===== src/sv/nva_pkg.sv =====
// Shared types and constants for the note voice allocator.
package nva_pkg;

    // Fixed field widths of the stream words.
    localparam int NOTE_IN_W  = 7;
    localparam int CHAN_W     = 4;
    localparam int ELAPSED_W  = 24;
    localparam int XPOSE_W    = 8;
    localparam int DELTA_W    = XPOSE_W + 1;
    localparam int TIME_W     = 32;
    localparam int OUT_IDX_W  = 3;
    localparam int OUT_NOTE_W = 7;
    localparam int ACTION_W   = 2;
    localparam int KIND_W     = 2;

    // Input word kinds.
    typedef enum logic [ACTION_W-1:0] {
        ACT_NOTE_OFF  = 2'd0,
        ACT_NOTE_ON   = 2'd1,
        ACT_TICK      = 2'd2,
        ACT_TRANSPOSE = 2'd3
    } action_t;

    // Result word kinds.
    typedef enum logic [KIND_W-1:0] {
        KIND_ASSIGN  = 2'd0,
        KIND_RELEASE = 2'd1,
        KIND_RETUNE  = 2'd2
    } kind_t;

    // Operations of the shared adder.
    typedef enum logic {
        ALU_NOTE,
        ALU_TIME
    } alu_op_t;

    // Write enables from the sequencer to the voice table.
    typedef struct packed {
        logic we_busy;
        logic busy_val;
        logic we_note;
        logic we_chan;
        logic we_time;
    } tbl_ctl_t;

endpackage


===== src/sv/nva_alu.sv =====
// Shared adder with note clamping and play-time saturation.
module nva_alu #(
    parameter int NOTE_COUNT = 128
) (
    input  nva_pkg::alu_op_t             op,
    input  logic [nva_pkg::TIME_W-1:0]   a,
    input  logic [nva_pkg::TIME_W-1:0]   b,
    output logic [nva_pkg::TIME_W-1:0]   y
);

    localparam int TW = nva_pkg::TIME_W;
    localparam logic [TW+1:0] NOTE_MAX = (TW+2)'(NOTE_COUNT - 1);

    logic [TW+1:0] sum;

    // Operand a is unsigned, operand b is two's complement.
    assign sum = {2'b00, a} + {{2{b[TW-1]}}, b};

    // Clamp a note to the legal range, or saturate a play time.
    always_comb begin
        case (op)
            nva_pkg::ALU_NOTE: begin
                if (sum[TW+1]) begin
                    y = '0;
                end else if (sum > NOTE_MAX) begin
                    y = NOTE_MAX[TW-1:0];
                end else begin
                    y = sum[TW-1:0];
                end
            end
            nva_pkg::ALU_TIME: begin
                y = sum[TW] ? {TW{1'b1}} : sum[TW-1:0];
            end
            default: begin
                y = sum[TW-1:0];
            end
        endcase
    end

endmodule


===== src/sv/nva_voice_table.sv =====
// Voice table: busy flags, notes, channels and play times of all voices.
module nva_voice_table #(
    parameter int VOICE_COUNT = 8,
    parameter int NOTE_COUNT  = 128
) (
    input  logic                              aclk,
    input  logic                              aresetn,
    input  logic [$clog2(VOICE_COUNT)-1:0]    idx,
    input  nva_pkg::tbl_ctl_t                 ctl,
    input  logic [$clog2(NOTE_COUNT)-1:0]     wr_note,
    input  logic [nva_pkg::CHAN_W-1:0]        wr_chan,
    input  logic [nva_pkg::TIME_W-1:0]        wr_time,
    output logic                              rd_busy,
    output logic [$clog2(NOTE_COUNT)-1:0]     rd_note,
    output logic [nva_pkg::CHAN_W-1:0]        rd_chan,
    output logic [nva_pkg::TIME_W-1:0]        rd_time,
    output logic [VOICE_COUNT-1:0]            busy_vec
);

    localparam int NW = $clog2(NOTE_COUNT);

    logic [VOICE_COUNT-1:0]        busy_reg;
    logic [VOICE_COUNT-1:0]        busy_next;
    logic [NW-1:0]                 note_store_reg [VOICE_COUNT];
    logic [nva_pkg::CHAN_W-1:0]    chan_store_reg [VOICE_COUNT];
    logic [nva_pkg::TIME_W-1:0]    time_store_reg [VOICE_COUNT];

    // Busy flags are the only part that reset clears.
    always_comb begin
        busy_next = busy_reg;
        if (ctl.we_busy) begin
            busy_next[idx] = ctl.busy_val;
        end
    end

    always_ff @(posedge aclk) begin
        if (!aresetn) begin
            busy_reg <= '0;
        end else begin
            busy_reg <= busy_next;
        end
    end

    // Voice data is only looked at while the voice is busy.
    always_ff @(posedge aclk) begin
        if (ctl.we_note) begin
            note_store_reg[idx] <= wr_note;
        end
        if (ctl.we_chan) begin
            chan_store_reg[idx] <= wr_chan;
        end
        if (ctl.we_time) begin
            time_store_reg[idx] <= wr_time;
        end
    end

    // Single read port at the scan index.
    assign rd_busy  = busy_reg[idx];
    assign rd_note  = note_store_reg[idx];
    assign rd_chan  = chan_store_reg[idx];
    assign rd_time  = time_store_reg[idx];
    assign busy_vec = busy_reg;

endmodule


===== src/sv/nva_seq.sv =====
// Sequencer that builds result words, scanning the table one voice per cycle unless stalled.
module nva_seq #(
    parameter int VOICE_COUNT = 8,
    parameter int NOTE_COUNT  = 128
) (
    input  logic                              aclk,
    input  logic                              aresetn,
    // Input word, already unpacked
    input  logic                              s_tvalid,
    output logic                              s_tready,
    input  logic [nva_pkg::ACTION_W-1:0]      in_action,
    input  logic [nva_pkg::NOTE_IN_W-1:0]     in_note,
    input  logic [nva_pkg::CHAN_W-1:0]        in_chan,
    input  logic [nva_pkg::ELAPSED_W-1:0]     in_elapsed,
    input  logic [nva_pkg::XPOSE_W-1:0]       in_xpose,
    // Result word, unpacked
    output logic                              m_tvalid,
    input  logic                              m_tready,
    output logic [nva_pkg::KIND_W-1:0]        out_kind,
    output logic [nva_pkg::OUT_IDX_W-1:0]     out_idx,
    output logic [nva_pkg::OUT_NOTE_W-1:0]    out_note,
    output logic [nva_pkg::CHAN_W-1:0]        out_chan,
    output logic                              out_last,
    // Voice table access
    output logic [$clog2(VOICE_COUNT)-1:0]    tbl_idx,
    output nva_pkg::tbl_ctl_t                 tbl_ctl,
    output logic [$clog2(NOTE_COUNT)-1:0]     tbl_wr_note,
    output logic [nva_pkg::CHAN_W-1:0]        tbl_wr_chan,
    output logic [nva_pkg::TIME_W-1:0]        tbl_wr_time,
    input  logic                              tbl_rd_busy,
    input  logic [$clog2(NOTE_COUNT)-1:0]     tbl_rd_note,
    input  logic [nva_pkg::CHAN_W-1:0]        tbl_rd_chan,
    input  logic [nva_pkg::TIME_W-1:0]        tbl_rd_time,
    input  logic [VOICE_COUNT-1:0]            tbl_busy_vec,
    // Shared adder
    output nva_pkg::alu_op_t                  alu_op,
    output logic [nva_pkg::TIME_W-1:0]        alu_a,
    output logic [nva_pkg::TIME_W-1:0]        alu_b,
    input  logic [nva_pkg::TIME_W-1:0]        alu_y
);

    localparam int VW  = $clog2(VOICE_COUNT);
    localparam int NW  = $clog2(NOTE_COUNT);
    localparam int TW  = nva_pkg::TIME_W;
    localparam int XW  = nva_pkg::XPOSE_W;
    localparam int DW  = nva_pkg::DELTA_W;
    localparam int EW  = nva_pkg::ELAPSED_W;
    localparam int CW  = nva_pkg::CHAN_W;
    localparam int NIW = nva_pkg::NOTE_IN_W;
    localparam int OIW = nva_pkg::OUT_IDX_W;
    localparam int ONW = nva_pkg::OUT_NOTE_W;
    localparam logic [VW-1:0] LAST_VOICE = VW'(VOICE_COUNT - 1);

    typedef enum logic [3:0] {
        ST_IDLE,
        ST_CALC,
        ST_OFF_SCAN,
        ST_FREE_SCAN,
        ST_NOTE_SCAN,
        ST_CHAN_SCAN,
        ST_STEAL_SCAN,
        ST_ASSIGN,
        ST_TICK_SCAN,
        ST_XPOSE_SCAN
    } state_t;

    state_t                  state_reg,    state_next;
    nva_pkg::action_t        act_reg,      act_next;
    logic [NIW-1:0]          note_in_reg,  note_in_next;
    logic [CW-1:0]           chan_reg,     chan_next;
    logic [EW-1:0]           elapsed_reg,  elapsed_next;
    logic [XW-1:0]           offset_reg,   offset_next;
    logic [DW-1:0]           delta_reg,    delta_next;
    logic [NW-1:0]           note_reg,     note_next;
    logic [VW-1:0]           rot_reg,      rot_next;
    logic [VW-1:0]           idx_reg,      idx_next;
    logic [VW-1:0]           cnt_reg,      cnt_next;
    logic [TW-1:0]           best_reg,     best_next;
    logic [VW-1:0]           best_idx_reg, best_idx_next;
    logic                    m_valid_reg,  m_valid_next;
    nva_pkg::kind_t          m_kind_reg,   m_kind_next;
    logic [OIW-1:0]          m_idx_reg,    m_idx_next;
    logic [ONW-1:0]          m_note_reg,   m_note_next;
    logic [CW-1:0]           m_chan_reg,   m_chan_next;
    logic                    m_last_reg,   m_last_next;

    logic                    out_free;
    logic                    out_load;
    logic                    scan_done;
    logic [VW-1:0]           idx_inc;
    logic [VW-1:0]           rot_inc;
    logic [VOICE_COUNT-1:0]  busy_above;
    logic                    steal_better;

    // The result register can take a new word when empty or being drained.
    assign out_free     = !m_valid_reg || m_tready;
    assign scan_done    = (cnt_reg == LAST_VOICE);
    assign idx_inc      = (idx_reg == LAST_VOICE) ? '0 : idx_reg + 1'b1;
    assign rot_inc      = (rot_reg == LAST_VOICE) ? '0 : rot_reg + 1'b1;
    assign busy_above   = (tbl_busy_vec >> idx_reg) >> 1;
    assign steal_better = (tbl_rd_time > best_reg);

    assign s_tready = (state_reg == ST_IDLE);
    assign tbl_idx  = idx_reg;

    // Operand selection for the shared adder.
    always_comb begin
        alu_op = nva_pkg::ALU_NOTE;
        alu_a  = '0;
        alu_b  = '0;
        case (state_reg)
            ST_CALC: begin
                alu_a = {{(TW-NIW){1'b0}}, note_in_reg};
                alu_b = {{(TW-XW){offset_reg[XW-1]}}, offset_reg};
            end
            ST_TICK_SCAN: begin
                alu_op = nva_pkg::ALU_TIME;
                alu_a  = tbl_rd_time;
                alu_b  = {{(TW-EW){1'b0}}, elapsed_reg};
            end
            ST_XPOSE_SCAN: begin
                alu_a = {{(TW-NW){1'b0}}, tbl_rd_note};
                alu_b = {{(TW-DW){delta_reg[DW-1]}}, delta_reg};
            end
            default: begin
                alu_op = nva_pkg::ALU_NOTE;
            end
        endcase
    end

    // Next-state logic of the sequencer.
    always_comb begin
        state_next    = state_reg;
        act_next      = act_reg;
        note_in_next  = note_in_reg;
        chan_next     = chan_reg;
        elapsed_next  = elapsed_reg;
        offset_next   = offset_reg;
        delta_next    = delta_reg;
        note_next     = note_reg;
        rot_next      = rot_reg;
        idx_next      = idx_reg;
        cnt_next      = cnt_reg;
        best_next     = best_reg;
        best_idx_next = best_idx_reg;
        m_valid_next  = (m_valid_reg && m_tready) ? 1'b0 : m_valid_reg;
        m_kind_next   = m_kind_reg;
        m_idx_next    = m_idx_reg;
        m_note_next   = m_note_reg;
        m_chan_next   = m_chan_reg;
        m_last_next   = m_last_reg;
        out_load      = 1'b0;
        tbl_ctl       = '0;
        tbl_wr_note   = note_reg;
        tbl_wr_chan   = chan_reg;
        tbl_wr_time   = '0;

        case (state_reg)
            // Take a word and set up the matching scan.
            ST_IDLE: begin
                if (s_tvalid) begin
                    act_next     = nva_pkg::action_t'(in_action);
                    note_in_next = in_note;
                    chan_next    = in_chan;
                    elapsed_next = in_elapsed;
                    idx_next     = '0;
                    cnt_next     = '0;
                    case (nva_pkg::action_t'(in_action))
                        nva_pkg::ACT_NOTE_OFF,
                        nva_pkg::ACT_NOTE_ON: begin
                            state_next = ST_CALC;
                        end
                        nva_pkg::ACT_TICK: begin
                            state_next = ST_TICK_SCAN;
                        end
                        nva_pkg::ACT_TRANSPOSE: begin
                            delta_next  = {in_xpose[XW-1], in_xpose}
                                        - {offset_reg[XW-1], offset_reg};
                            offset_next = in_xpose;
                            state_next  = ST_XPOSE_SCAN;
                        end
                        default: begin
                            state_next = ST_IDLE;
                        end
                    endcase
                end
            end

            // Transpose and clamp the incoming note.
            ST_CALC: begin
                note_next = NW'(alu_y);
                cnt_next  = '0;
                if (act_reg == nva_pkg::ACT_NOTE_OFF) begin
                    idx_next   = '0;
                    state_next = ST_OFF_SCAN;
                end else begin
                    idx_next   = rot_reg;
                    state_next = ST_FREE_SCAN;
                end
            end

            // Release the lowest busy voice holding this note and channel.
            ST_OFF_SCAN: begin
                if (tbl_rd_busy && tbl_rd_note == note_reg && tbl_rd_chan == chan_reg) begin
                    if (out_free) begin
                        tbl_ctl.we_busy  = 1'b1;
                        tbl_ctl.busy_val = 1'b0;
                        out_load         = 1'b1;
                        m_kind_next      = nva_pkg::KIND_RELEASE;
                        m_idx_next       = OIW'(idx_reg);
                        m_note_next      = ONW'(tbl_rd_note);
                        m_chan_next      = tbl_rd_chan;
                        m_last_next      = 1'b1;
                        state_next       = ST_IDLE;
                    end
                end else if (scan_done) begin
                    state_next = ST_IDLE;
                end else begin
                    idx_next = idx_inc;
                    cnt_next = cnt_reg + 1'b1;
                end
            end

            // First pass from the rotation pointer: a free voice.
            ST_FREE_SCAN: begin
                if (!tbl_rd_busy) begin
                    rot_next   = rot_inc;
                    state_next = ST_ASSIGN;
                end else if (scan_done) begin
                    idx_next   = rot_reg;
                    cnt_next   = '0;
                    state_next = ST_NOTE_SCAN;
                end else begin
                    idx_next = idx_inc;
                    cnt_next = cnt_reg + 1'b1;
                end
            end

            // Second pass: a voice already holding the same note.
            ST_NOTE_SCAN: begin
                if (tbl_rd_note == note_reg) begin
                    rot_next   = rot_inc;
                    state_next = ST_ASSIGN;
                end else if (scan_done) begin
                    idx_next   = rot_reg;
                    cnt_next   = '0;
                    state_next = ST_CHAN_SCAN;
                end else begin
                    idx_next = idx_inc;
                    cnt_next = cnt_reg + 1'b1;
                end
            end

            // Third pass: a voice on the same channel.
            ST_CHAN_SCAN: begin
                if (tbl_rd_chan == chan_reg) begin
                    rot_next   = rot_inc;
                    state_next = ST_ASSIGN;
                end else if (scan_done) begin
                    idx_next      = '0;
                    cnt_next      = '0;
                    best_next     = '0;
                    best_idx_next = '0;
                    state_next    = ST_STEAL_SCAN;
                end else begin
                    idx_next = idx_inc;
                    cnt_next = cnt_reg + 1'b1;
                end
            end

            // Steal the longest-playing voice; the lowest index wins a tie.
            ST_STEAL_SCAN: begin
                if (steal_better) begin
                    best_next     = tbl_rd_time;
                    best_idx_next = idx_reg;
                end
                if (scan_done) begin
                    idx_next   = steal_better ? idx_reg : best_idx_reg;
                    state_next = ST_ASSIGN;
                end else begin
                    idx_next = idx_inc;
                    cnt_next = cnt_reg + 1'b1;
                end
            end

            // Load the chosen voice and report it.
            ST_ASSIGN: begin
                if (out_free) begin
                    tbl_ctl.we_busy  = 1'b1;
                    tbl_ctl.busy_val = 1'b1;
                    tbl_ctl.we_note  = 1'b1;
                    tbl_ctl.we_chan  = 1'b1;
                    tbl_ctl.we_time  = 1'b1;
                    out_load         = 1'b1;
                    m_kind_next      = nva_pkg::KIND_ASSIGN;
                    m_idx_next       = OIW'(idx_reg);
                    m_note_next      = ONW'(note_reg);
                    m_chan_next      = chan_reg;
                    m_last_next      = 1'b1;
                    state_next       = ST_IDLE;
                end
            end

            // Age every busy voice, saturating.
            ST_TICK_SCAN: begin
                if (tbl_rd_busy) begin
                    tbl_ctl.we_time = 1'b1;
                    tbl_wr_time     = alu_y;
                end
                if (scan_done) begin
                    state_next = ST_IDLE;
                end else begin
                    idx_next = idx_inc;
                    cnt_next = cnt_reg + 1'b1;
                end
            end

            // Retune every busy voice in index order, one word each.
            ST_XPOSE_SCAN: begin
                if (!tbl_rd_busy || out_free) begin
                    if (tbl_rd_busy) begin
                        tbl_ctl.we_note = 1'b1;
                        tbl_wr_note     = NW'(alu_y);
                        out_load        = 1'b1;
                        m_kind_next     = nva_pkg::KIND_RETUNE;
                        m_idx_next      = OIW'(idx_reg);
                        m_note_next     = ONW'(NW'(alu_y));
                        m_chan_next     = tbl_rd_chan;
                        m_last_next     = (busy_above == '0);
                    end
                    if (scan_done) begin
                        state_next = ST_IDLE;
                    end else begin
                        idx_next = idx_inc;
                        cnt_next = cnt_reg + 1'b1;
                    end
                end
            end

            default: begin
                state_next = ST_IDLE;
            end
        endcase

        if (out_load) begin
            m_valid_next = 1'b1;
        end
    end

    // State and registered outputs.
    always_ff @(posedge aclk) begin
        if (!aresetn) begin
            state_reg   <= ST_IDLE;
            offset_reg  <= '0;
            rot_reg     <= '0;
            idx_reg     <= '0;
            cnt_reg     <= '0;
            m_valid_reg <= 1'b0;
        end else begin
            state_reg   <= state_next;
            offset_reg  <= offset_next;
            rot_reg     <= rot_next;
            idx_reg     <= idx_next;
            cnt_reg     <= cnt_next;
            m_valid_reg <= m_valid_next;
        end
        act_reg      <= act_next;
        note_in_reg  <= note_in_next;
        chan_reg     <= chan_next;
        elapsed_reg  <= elapsed_next;
        delta_reg    <= delta_next;
        note_reg     <= note_next;
        best_reg     <= best_next;
        best_idx_reg <= best_idx_next;
        m_kind_reg   <= m_kind_next;
        m_idx_reg    <= m_idx_next;
        m_note_reg   <= m_note_next;
        m_chan_reg   <= m_chan_next;
        m_last_reg   <= m_last_next;
    end

    assign m_tvalid = m_valid_reg;
    assign out_kind = m_kind_reg;
    assign out_idx  = m_idx_reg;
    assign out_note = m_note_reg;
    assign out_chan = m_chan_reg;
    assign out_last = m_last_reg;

    // A new result word never overwrites one that is still waiting.
    a_no_overwrite: assert property (@(posedge aclk) disable iff (!aresetn)
        out_load |-> (!m_valid_reg || m_tready))
        else $error("result word overwritten while waiting");

    // An accepted word always takes ready low.
    a_busy_after_accept: assert property (@(posedge aclk) disable iff (!aresetn)
        (s_tvalid && s_tready) |=> !s_tready)
        else $error("ready stayed high after an accepted word");

    // The rotation pointer and the scan index stay within the voice count.
    a_rot_range: assert property (@(posedge aclk) disable iff (!aresetn)
        (rot_reg <= LAST_VOICE) && (idx_reg <= LAST_VOICE))
        else $error("voice pointer out of range");

    // Assign and release words are always the final word of their input.
    a_single_last: assert property (@(posedge aclk) disable iff (!aresetn)
        (m_valid_reg && (m_kind_reg == nva_pkg::KIND_ASSIGN
                         || m_kind_reg == nva_pkg::KIND_RELEASE)) |-> m_last_reg)
        else $error("assign or release word without last flag");

    // The rotation pointer only moves on the way into the assign step.
    a_rot_moves: assert property (@(posedge aclk) disable iff (!aresetn)
        (rot_reg != $past(rot_reg)) |-> (state_reg == ST_ASSIGN))
        else $error("rotation pointer moved outside a voice search hit");

endmodule


===== src/sv/note_voice_allocator.sv =====
// Note voice allocator: an input word is worked on in scan passes over the V voices, with V
// the voice count. A note-on needs up to three round-robin passes (free voice, same note,
// same channel) and one steal pass, a note-off up to one pass, and a tick or a transpose
// exactly one pass, because a single voice-table read port and one shared adder handle one
// voice per cycle while no result is waiting to drain. The input is not ready while a word
// is being worked on; results wait in a one-word output register, and an assign, a release
// or a retune step stalls while that register is full.
module note_voice_allocator #(
    parameter int VOICE_COUNT = 8,
    parameter int NOTE_COUNT  = 128
) (
    input  logic        aclk,
    input  logic        aresetn,
    input  logic        s_tvalid,
    output logic        s_tready,
    // note_number[6:0], channel_number[10:7], elapsed_time[34:11],
    // transpose_value[42:35], zero[47:43]
    input  logic [47:0] s_tdata,
    // action[1:0]
    input  logic [1:0]  s_tuser,
    output logic        m_tvalid,
    input  logic        m_tready,
    // voice_index[2:0], voice_note[9:3], voice_channel[13:10], zero[15:14]
    output logic [15:0] m_tdata,
    // update_kind[1:0]
    output logic [1:0]  m_tuser,
    output logic        m_tlast
);

    localparam int VW = $clog2(VOICE_COUNT);
    localparam int NW = $clog2(NOTE_COUNT);

    logic [nva_pkg::KIND_W-1:0]      out_kind;
    logic [nva_pkg::OUT_IDX_W-1:0]   out_idx;
    logic [nva_pkg::OUT_NOTE_W-1:0]  out_note;
    logic [nva_pkg::CHAN_W-1:0]      out_chan;

    logic [VW-1:0]                   tbl_idx;
    nva_pkg::tbl_ctl_t               tbl_ctl;
    logic [NW-1:0]                   tbl_wr_note;
    logic [nva_pkg::CHAN_W-1:0]      tbl_wr_chan;
    logic [nva_pkg::TIME_W-1:0]      tbl_wr_time;
    logic                            tbl_rd_busy;
    logic [NW-1:0]                   tbl_rd_note;
    logic [nva_pkg::CHAN_W-1:0]      tbl_rd_chan;
    logic [nva_pkg::TIME_W-1:0]      tbl_rd_time;
    logic [VOICE_COUNT-1:0]          tbl_busy_vec;

    nva_pkg::alu_op_t                alu_op;
    logic [nva_pkg::TIME_W-1:0]      alu_a;
    logic [nva_pkg::TIME_W-1:0]      alu_b;
    logic [nva_pkg::TIME_W-1:0]      alu_y;

    // Sequencer with the input fields unpacked from the stream word.
    nva_seq #(
        .VOICE_COUNT (VOICE_COUNT),
        .NOTE_COUNT  (NOTE_COUNT)
    ) u_seq (
        .aclk         (aclk),
        .aresetn      (aresetn),
        .s_tvalid     (s_tvalid),
        .s_tready     (s_tready),
        .in_action    (s_tuser),
        .in_note      (s_tdata[6:0]),
        .in_chan      (s_tdata[10:7]),
        .in_elapsed   (s_tdata[34:11]),
        .in_xpose     (s_tdata[42:35]),
        .m_tvalid     (m_tvalid),
        .m_tready     (m_tready),
        .out_kind     (out_kind),
        .out_idx      (out_idx),
        .out_note     (out_note),
        .out_chan     (out_chan),
        .out_last     (m_tlast),
        .tbl_idx      (tbl_idx),
        .tbl_ctl      (tbl_ctl),
        .tbl_wr_note  (tbl_wr_note),
        .tbl_wr_chan  (tbl_wr_chan),
        .tbl_wr_time  (tbl_wr_time),
        .tbl_rd_busy  (tbl_rd_busy),
        .tbl_rd_note  (tbl_rd_note),
        .tbl_rd_chan  (tbl_rd_chan),
        .tbl_rd_time  (tbl_rd_time),
        .tbl_busy_vec (tbl_busy_vec),
        .alu_op       (alu_op),
        .alu_a        (alu_a),
        .alu_b        (alu_b),
        .alu_y        (alu_y)
    );

    // Voice state storage.
    nva_voice_table #(
        .VOICE_COUNT (VOICE_COUNT),
        .NOTE_COUNT  (NOTE_COUNT)
    ) u_table (
        .aclk     (aclk),
        .aresetn  (aresetn),
        .idx      (tbl_idx),
        .ctl      (tbl_ctl),
        .wr_note  (tbl_wr_note),
        .wr_chan  (tbl_wr_chan),
        .wr_time  (tbl_wr_time),
        .rd_busy  (tbl_rd_busy),
        .rd_note  (tbl_rd_note),
        .rd_chan  (tbl_rd_chan),
        .rd_time  (tbl_rd_time),
        .busy_vec (tbl_busy_vec)
    );

    // Shared adder for note clamping and play-time aging.
    nva_alu #(
        .NOTE_COUNT (NOTE_COUNT)
    ) u_alu (
        .op (alu_op),
        .a  (alu_a),
        .b  (alu_b),
        .y  (alu_y)
    );

    // Pack the result word.
    assign m_tdata = {2'b00, out_chan, out_note, out_idx};
    assign m_tuser = out_kind;

endmodule

===== config.mk =====
export PLATFORM = sky130hd
export DESIGN_NAME = note_voice_allocator
export DESIGN_NICKNAME = d
export VERILOG_FILES = /design/src/sv/nva_pkg.sv /design/src/sv/nva_alu.sv /design/src/sv/nva_voice_table.sv /design/src/sv/nva_seq.sv /design/src/sv/note_voice_allocator.sv
export SDC_FILE = /design/constraint.sdc
export NUM_CORES = 1
export LEC_CHECK = 0
export ABC_AREA = 1
export CAP_MARGIN = 20
export CORE_MARGIN = 2
export CORE_UTILIZATION = 24
export DETAILED_ROUTE_END_ITERATION = 10
export DONT_BUFFER_PORTS = 1
export PLACE_DENSITY = 0.45
export SLEW_MARGIN = 30
export SYNTH_ARGS = -nofsm -noshare
export SYNTH_HDL_FRONTEND = slang
export SYNTH_SLANG_ARGS = --single-unit

===== constraint.sdc =====
create_clock -name aclk -period 5 [get_ports aclk]
set_input_delay 1 -clock aclk [delete_from_list [all_inputs] [get_ports aclk]]
set_output_delay 1 -clock aclk [all_outputs]
set_load 0.01 [all_outputs]

==> flow_summary.toml, run 1 <==
[status]
outcome = "finished, final reports clean"

[clocking]
clockRootBuffer = "clkbuf_16"
cts_max_level = 2
cts_sinks = 482
cts-buffers-inserted = 49
clockBufferDepth = 3
hold_buffers = 0
tritoncts = "built"
insertion_delay_ps = 610
clk_pin_slew_ps = 60

[flow_run]
maxCapViolCount = 0

[yosys]
synth-edff-count = 449
yosys-top-cells-count = "nand2_1 (481), nor2_1 (453), edfxtp_1 (449)"
synth_largest_area_cell = "edfxtp_1"
synth_top_area_share_pct = 55.5
synth.area.top_cells = "edfxtp_1 (56%), nand2_1 (7.4%), nor2_1 (7.0%), inv_1 (4.7%), ha_1 (4.1%)"
seq_area_frac_synth_pct = 58.2
synth_warnings = 0
ys_seq_elements = 482
synth_compound_area_share_pct = 10.6
netlist_area_um2 = 24300
synthCells = 2543
synth_xor_area_share_pct = 0.881
synth_ff_type = "edfxtp_1"
yosysMostFrequentCell = "nand2_1"
synthAdderAreaFrac_pct = 4.23
synth.distinct_cells = 55
async_reset_ff_share_pct = 0
synth-simple-area-share_pct = 18.9
syn_area_per_cell_um2 = 9.55
synth_top_family_by_area = "simple AND/OR/NAND/NOR gates"
synthMuxAreaShare_pct = 0.0412

[floorplanning]
die_w_um = 322
die_y_um = 322
num_rows = 116
initial_utilization_pct = 24.3
pin_count = 75
dieArea_um2 = 104000
coreArea_um2 = 100000

[global_routing]
grt_max_degree = 60
gr-total-overflow = 0
grt_use_total_pct = 12.9
grt_pass1_vias = 16700
grt_pass1_wl_mm = 102
antenna_found_initial = 8

[worst_setup_path]
crit_top_cell = "nand2_1"
critPathSlowestCell = "dfxtp_4"
crit_path_end_kind = "flop"
cp_max_fo = 59
start_kind = "flop"
arrival_ps = 5010
max_stage_delay_ps = 440
required_ps = 5350
crit_type = "flop to flop"

[routing]
drtPass1Iterations = 6
wl_per_cell_um = 17.1
remaining_drc_errors = 0
vias_per_cell = 4.41
drt_first_iter_violations = 1129
postRouteAntennaNets = 0
num_vias = 17500
route.final.wire_length_mm = 68.0

[sta]
worst_slew_pin_slew_ps = 933
period_share_pct = 93.3
finClkSkew_ps = 25.0
hold_viol = 0
min_period_ps = 4660
fmax_mhz = 214
worst_hold_slack_ps = 481
post-route-worst-setup-slack_ps = 336
slew_headroom_pct = 37.5
drv_slew = 0
setup_tns_ps = 0
setup_violations = 0

[min_path]
hp-class = "flop to flop"

[power]
vdd_drop_max_v = 0.000237
p_clk_share_pct = 27.8
seqPwrFrac_pct = 37.6
p_int_mw = 8.25
power_density_nw_per_um2 = 454
p_leak_nw = 11.4
sw_frac_of_total_pct = 36.0
p_sw_mw = 4.64
p_total_mw = 12.9
p_comb_share_pct = 34.6

[placement]
gp_congestion = 0.832
pre_cts_ws_ps = 214
dp.cells = 3874
hpwlAfterDp_mm = 47.3
io_buffers = 0
dpl_cell_area_um2 = 26600

[finish]
finish.utilization_pct = 28.3
final_net_count = 2770
largest_reg_flops = 256
num-fill-cells = 10700
drive_gt1_share_pct = 11.4
area_delta_synth_final_pct = 16.8
design_area_um2 = 28400
layout.cells.non_filler = 3975
[layer usage]
layer  part of all wire, %  wire (µm)  up-vias  global-route usage (%)
li1                      -          -     8796                       -
met5                  0.10         69        -                       0
met1                    49      33100     8304                    18.3
met2                    45      30400      340                    20.1
met3                   4.5       3060       88                    2.25
met4                   2.0       1390       10                    3.24
[logic make-up after synthesis]
family | count (synthesis)
AO/OA/AOI/OAI | 419
XOR/XNOR | 21
adder cells (fa/ha/maj) | 81
buffers and inverters | 430
flip-flops | 482
multiplexers | 1
other | 1
AND/OR/NAND/NOR | 1108
[power by group through the flow]
stage                     registers [mW]  clock network (mW)  logic (mW)
after CTS                           4.85                3.71        4.38
after global routing                4.87                3.85        4.99
final                               4.85                3.59        4.46
after floorplan                     4.86                   0        2.92
after detailed placement            4.94                   0        4.35
after global placement              4.94                   0        4.36
[final timing paths]
kind,from,to,slack [ps],cells after the start
hold / removal,u_seq.offset_reg[6]$_SDFFE_PN0P_,u_seq.offset_reg[6]$_SDFFE_PN0P_,480,2
setup / recovery,flop,u_table.time_store_reg[5][1]$_DFFE_PP_,340,26
setup reg to reg,flop,u_table.time_store_reg[5][1]$_DFFE_PP_,340,26
hold reg to reg,u_seq.offset_reg[6]$_SDFFE_PN0P_,u_seq.offset_reg[6]$_SDFFE_PN0P_,480,2
[layout make-up]
| type | instances | area (µm²) | share of cell area (%) |
|---|---|---|---|
| well taps | 1298 | 1620 | 5.72 |
| diodes | 1 | 2.50 | 0.00882 |
| inverters | 336 | 1280 | 4.50 |
| clock buffers | 61 | 1320 | 4.67 |
| flip-flops and latches | 482 | 14200 | 49.9 |
| clock inverters | 31 | 233 | 0.820 |
| repair buffers | 134 | 1240 | 4.36 |
| multi-input cells | 1632 | 8530 | 30.1 |
[worst max-delay path: cells and delay by family, from the launching register on]
kind	cells	cell delay [ps]
compound gates	4	890
fa+ha+maj	1	340
buf+inv	5	730
flops	1	440
simple gates	16	2000
[cell usage in the layout, fill, tap and decap left out, drive strengths merged, types with 5 or more instances in the layout]
cell,instances
nand2,492
ha,79
nor3,14
clkinv,28
o21ai,195
o32ai,63
o22ai,6
o221ai,10
clkinvlp,5
a21oi,93
buf,131
nand3b,14
o211ai,30
o21bai,10
a31oi,7
nand3,81
inv,331
nand4,28
or2,7
clkbuf,64
xor2,17
edfxtp,449
dfxtp,33
nor2,468
[what timing repair did]
| action | in CTS | in global routing |
|---|---|---|
| endpoints found under the setup margin | 0 | 157 |
| gates resized for setup | 0 | 22 |
| buffers inserted | 0 | 6 |
Note: power is estimated with default switching activity, not from simulation.
==> inputs of run 2 (changes only) <==
--- a/config.mk
+++ b/config.mk
@@ -8,10 +8,10 @@
 export ABC_AREA = 1
 export CAP_MARGIN = 20
 export CORE_MARGIN = 2
-export CORE_UTILIZATION = 24
+export CORE_UTILIZATION = 35
 export DETAILED_ROUTE_END_ITERATION = 10
 export DONT_BUFFER_PORTS = 1
-export PLACE_DENSITY = 0.45
+export PLACE_DENSITY = 0.58
 export SLEW_MARGIN = 30
 export SYNTH_ARGS = -nofsm -noshare
 export SYNTH_HDL_FRONTEND = slang
==> constraint.sdc (replaced) <==
create_clock -name aclk -period 5 [get_ports aclk]
set_input_delay 1 -clock aclk [delete_from_list [all_inputs] [get_ports aclk]]
set_output_delay 1 -clock aclk [all_outputs]
set_load 0.1 [all_outputs]
==> run 2 against run 1 <==
Worst hold slack worse by 5.9 ps. Via count increased by 2.9%. Critical path depth down 1. First-iteration DRC count rose by 25%. Combinational power rose by 3%. Critical endpoint is now u_table.note_store_reg[7][4]$_DFFE_PP_.
==> flow_summary.toml, run 2 (synthesis results as in run 1) <==
[floorplanning]
die_w_um = 267
coreArea_um2 = 68700
num_rows = 96
die_y_um = 267
pin_count = 75
initial_utilization_pct = 35.4
dieArea_um2 = 71500

[finish]
final_common_cell = "nand2_1"
diodes = 0
area_delta_synth_final_pct = 14.0
largest_reg_flops = 256
final_cell_mix = "nand2_1 (480), edfxtp_1 (449), nor2_1 (440), inv_1 (306), o21ai_0 (133)"
drive_gt1_share_pct = 10.7
final_net_count = 2747

[placement]
hpwlAfterDp_mm = 45.1
gp_congestion = 0.918
pre_cts_ws_ps = 233
io_buffers = 0

[worst_setup_path]
crit_path_end_kind = "flop"
crit_top_cell = "nand2_1"
arrival_ps = 5000
cp_max_fo = 21
critPathSlowestCell = "dfxtp_4"
start_kind = "flop"
required_ps = 5310
r2r.worst_path.cells = 25
crit_type = "flop to flop"
r2r-end = "u_table.note_store_reg[7][4]$_DFFE_PP_"
reg2reg_slack_ps = 310
max_stage_delay_ps = 530

[clocking]
cts_max_level = 2
clockBufferDepth = 3
tritoncts = "built"
hold_buffers = 0
cts-buffers-inserted = 48
cts_sinks = 482
insertion_delay_ps = 600
clockRootBuffer = "clkbuf_16"
clk_pin_slew_ps = 60

[routing]
dr_wl_met3_mm = 3.53
drtPass1Iterations = 5
remaining_drc_errors = 0
top_layer_used = "met5"
route.final.wire_length_mm = 65.3
wl_per_cell_um = 18.3
met2_length_mm = 29.9
num_vias = 18000
postRouteAntennaNets = 0
vias_per_cell = 5.04
m1WireLength_mm = 30.5
drt_first_iter_violations = 1410

[status]
outcome = "finished, final reports clean"

[sta]
hold_viol = 0
worst_slew_pin_slew_ps = 989
setup_violations = 0
finClkSkew_ps = 27.6
post-route-worst-setup-slack_ps = 310
fmax_mhz = 213
slew_headroom_pct = 34.0
period_share_pct = 93.8
min_period_ps = 4690
drv_slew = 0

[min_path]
hold-path-cell-count = 2
hp-start = "u_seq.offset_reg[7]$_SDFFE_PN0P_"
hold_end = "u_seq.offset_reg[7]$_SDFFE_PN0P_"
hp-class = "flop to flop"

[power]
p_int_mw = 8.08
p_sw_mw = 4.73
p_total_mw = 12.8
p_clk_share_pct = 26.2
vdd_drop_max_v = 0.000323
seqPwrFrac_pct = 37.9
p_comb_share_pct = 35.8
sw_frac_of_total_pct = 37.0
p_leak_nw = 11.2
power_density_nw_per_um2 = 463

[global_routing]
grt_use_total_pct = 18.0
antenna_found_initial = 4
gr-total-overflow = 0
grt_pass1_vias = 17300
grt_max_degree = 89
grt_pass1_wl_mm = 99.7

[flow_run]
maxCapViolCount = 0
==> run 2: critical path, delay by kind of cell, from the launching register on <==
| family | cells | cell delay, ps |
|---|---|---|
| and+or+nand+nor | 14 | 2000 |
| DFF | 1 | 530 |
| AOI/OAI and AO/OA | 4 | 720 |
| adders and majority gates | 1 | 360 |
| buffers and inverters | 6 | 720 |
==> run 2: routing by layer <==
metal / vias to the layer above / track usage (%)
met4: 8 / 4.27
li1: 8736 / -
met5: - / 0
met3: 93 / 2.55
met1: 8729 / 26.0
met2: 481 / 28.7
==> run 2: area by class of cell <==
class | count | area, µm²
clock buffer | 60 | 1250
sequential | 482 | 14200
multi-input combinational | 1632 | 8570
timing repair buffer | 112 | 1100
inverter | 336 | 1280
fill | 6776 | 41000
clock inverter | 25 | 181
tap | 931 | 1160
==> run 2: power by group through the flow <==
stage	combinational [mW]	sequential, mW	clock (mW)
2_1_floorplan	2.98	4.87	0
3_3_place_gp	4.25	4.95	0
3_5_place_dp	4.33	4.96	0
4_1_cts	4.35	4.88	3.43
5_1_grt	5.08	4.89	3.56
6_report	4.59	4.86	3.36
==> run 2: metrics by stage <==
stage	hold slack (ps)	area [µm²]	utilization, %	setup TNS [ps]	instances
2_1_floorplan	447	24300	-	0	2544
3_3_place_gp	469	26000	37.8	0	3483
5_1_grt	470	27700	40.3	-239	3578
4_1_cts	464	27400	39.9	0	3568
3_5_place_dp	472	26000	37.8	0	3483
6_report	475	27700	40.3	0	3578
==> run 2: worst max path at each step <==
stage,start,end,depth (start not counted)
floorplan,flop,u_seq.best_reg[0]$_SDFFCE_PN0P_,18
global placement,flop,u_table.note_store_reg[4][4]$_DFFE_PP_,27
detailed placement,flop,u_table.note_store_reg[4][4]$_DFFE_PP_,26
CTS,flop,u_table.note_store_reg[5][4]$_DFFE_PP_,26
global route,flop,u_table.note_store_reg[4][4]$_DFFE_PP_,28
finish,flop,u_table.note_store_reg[7][4]$_DFFE_PP_,25
==> run 2: what timing repair did <==
item                       CTS  global route
setup endpoints to repair    0           156
setup buffers                0             6
gates resized for setup      0            28
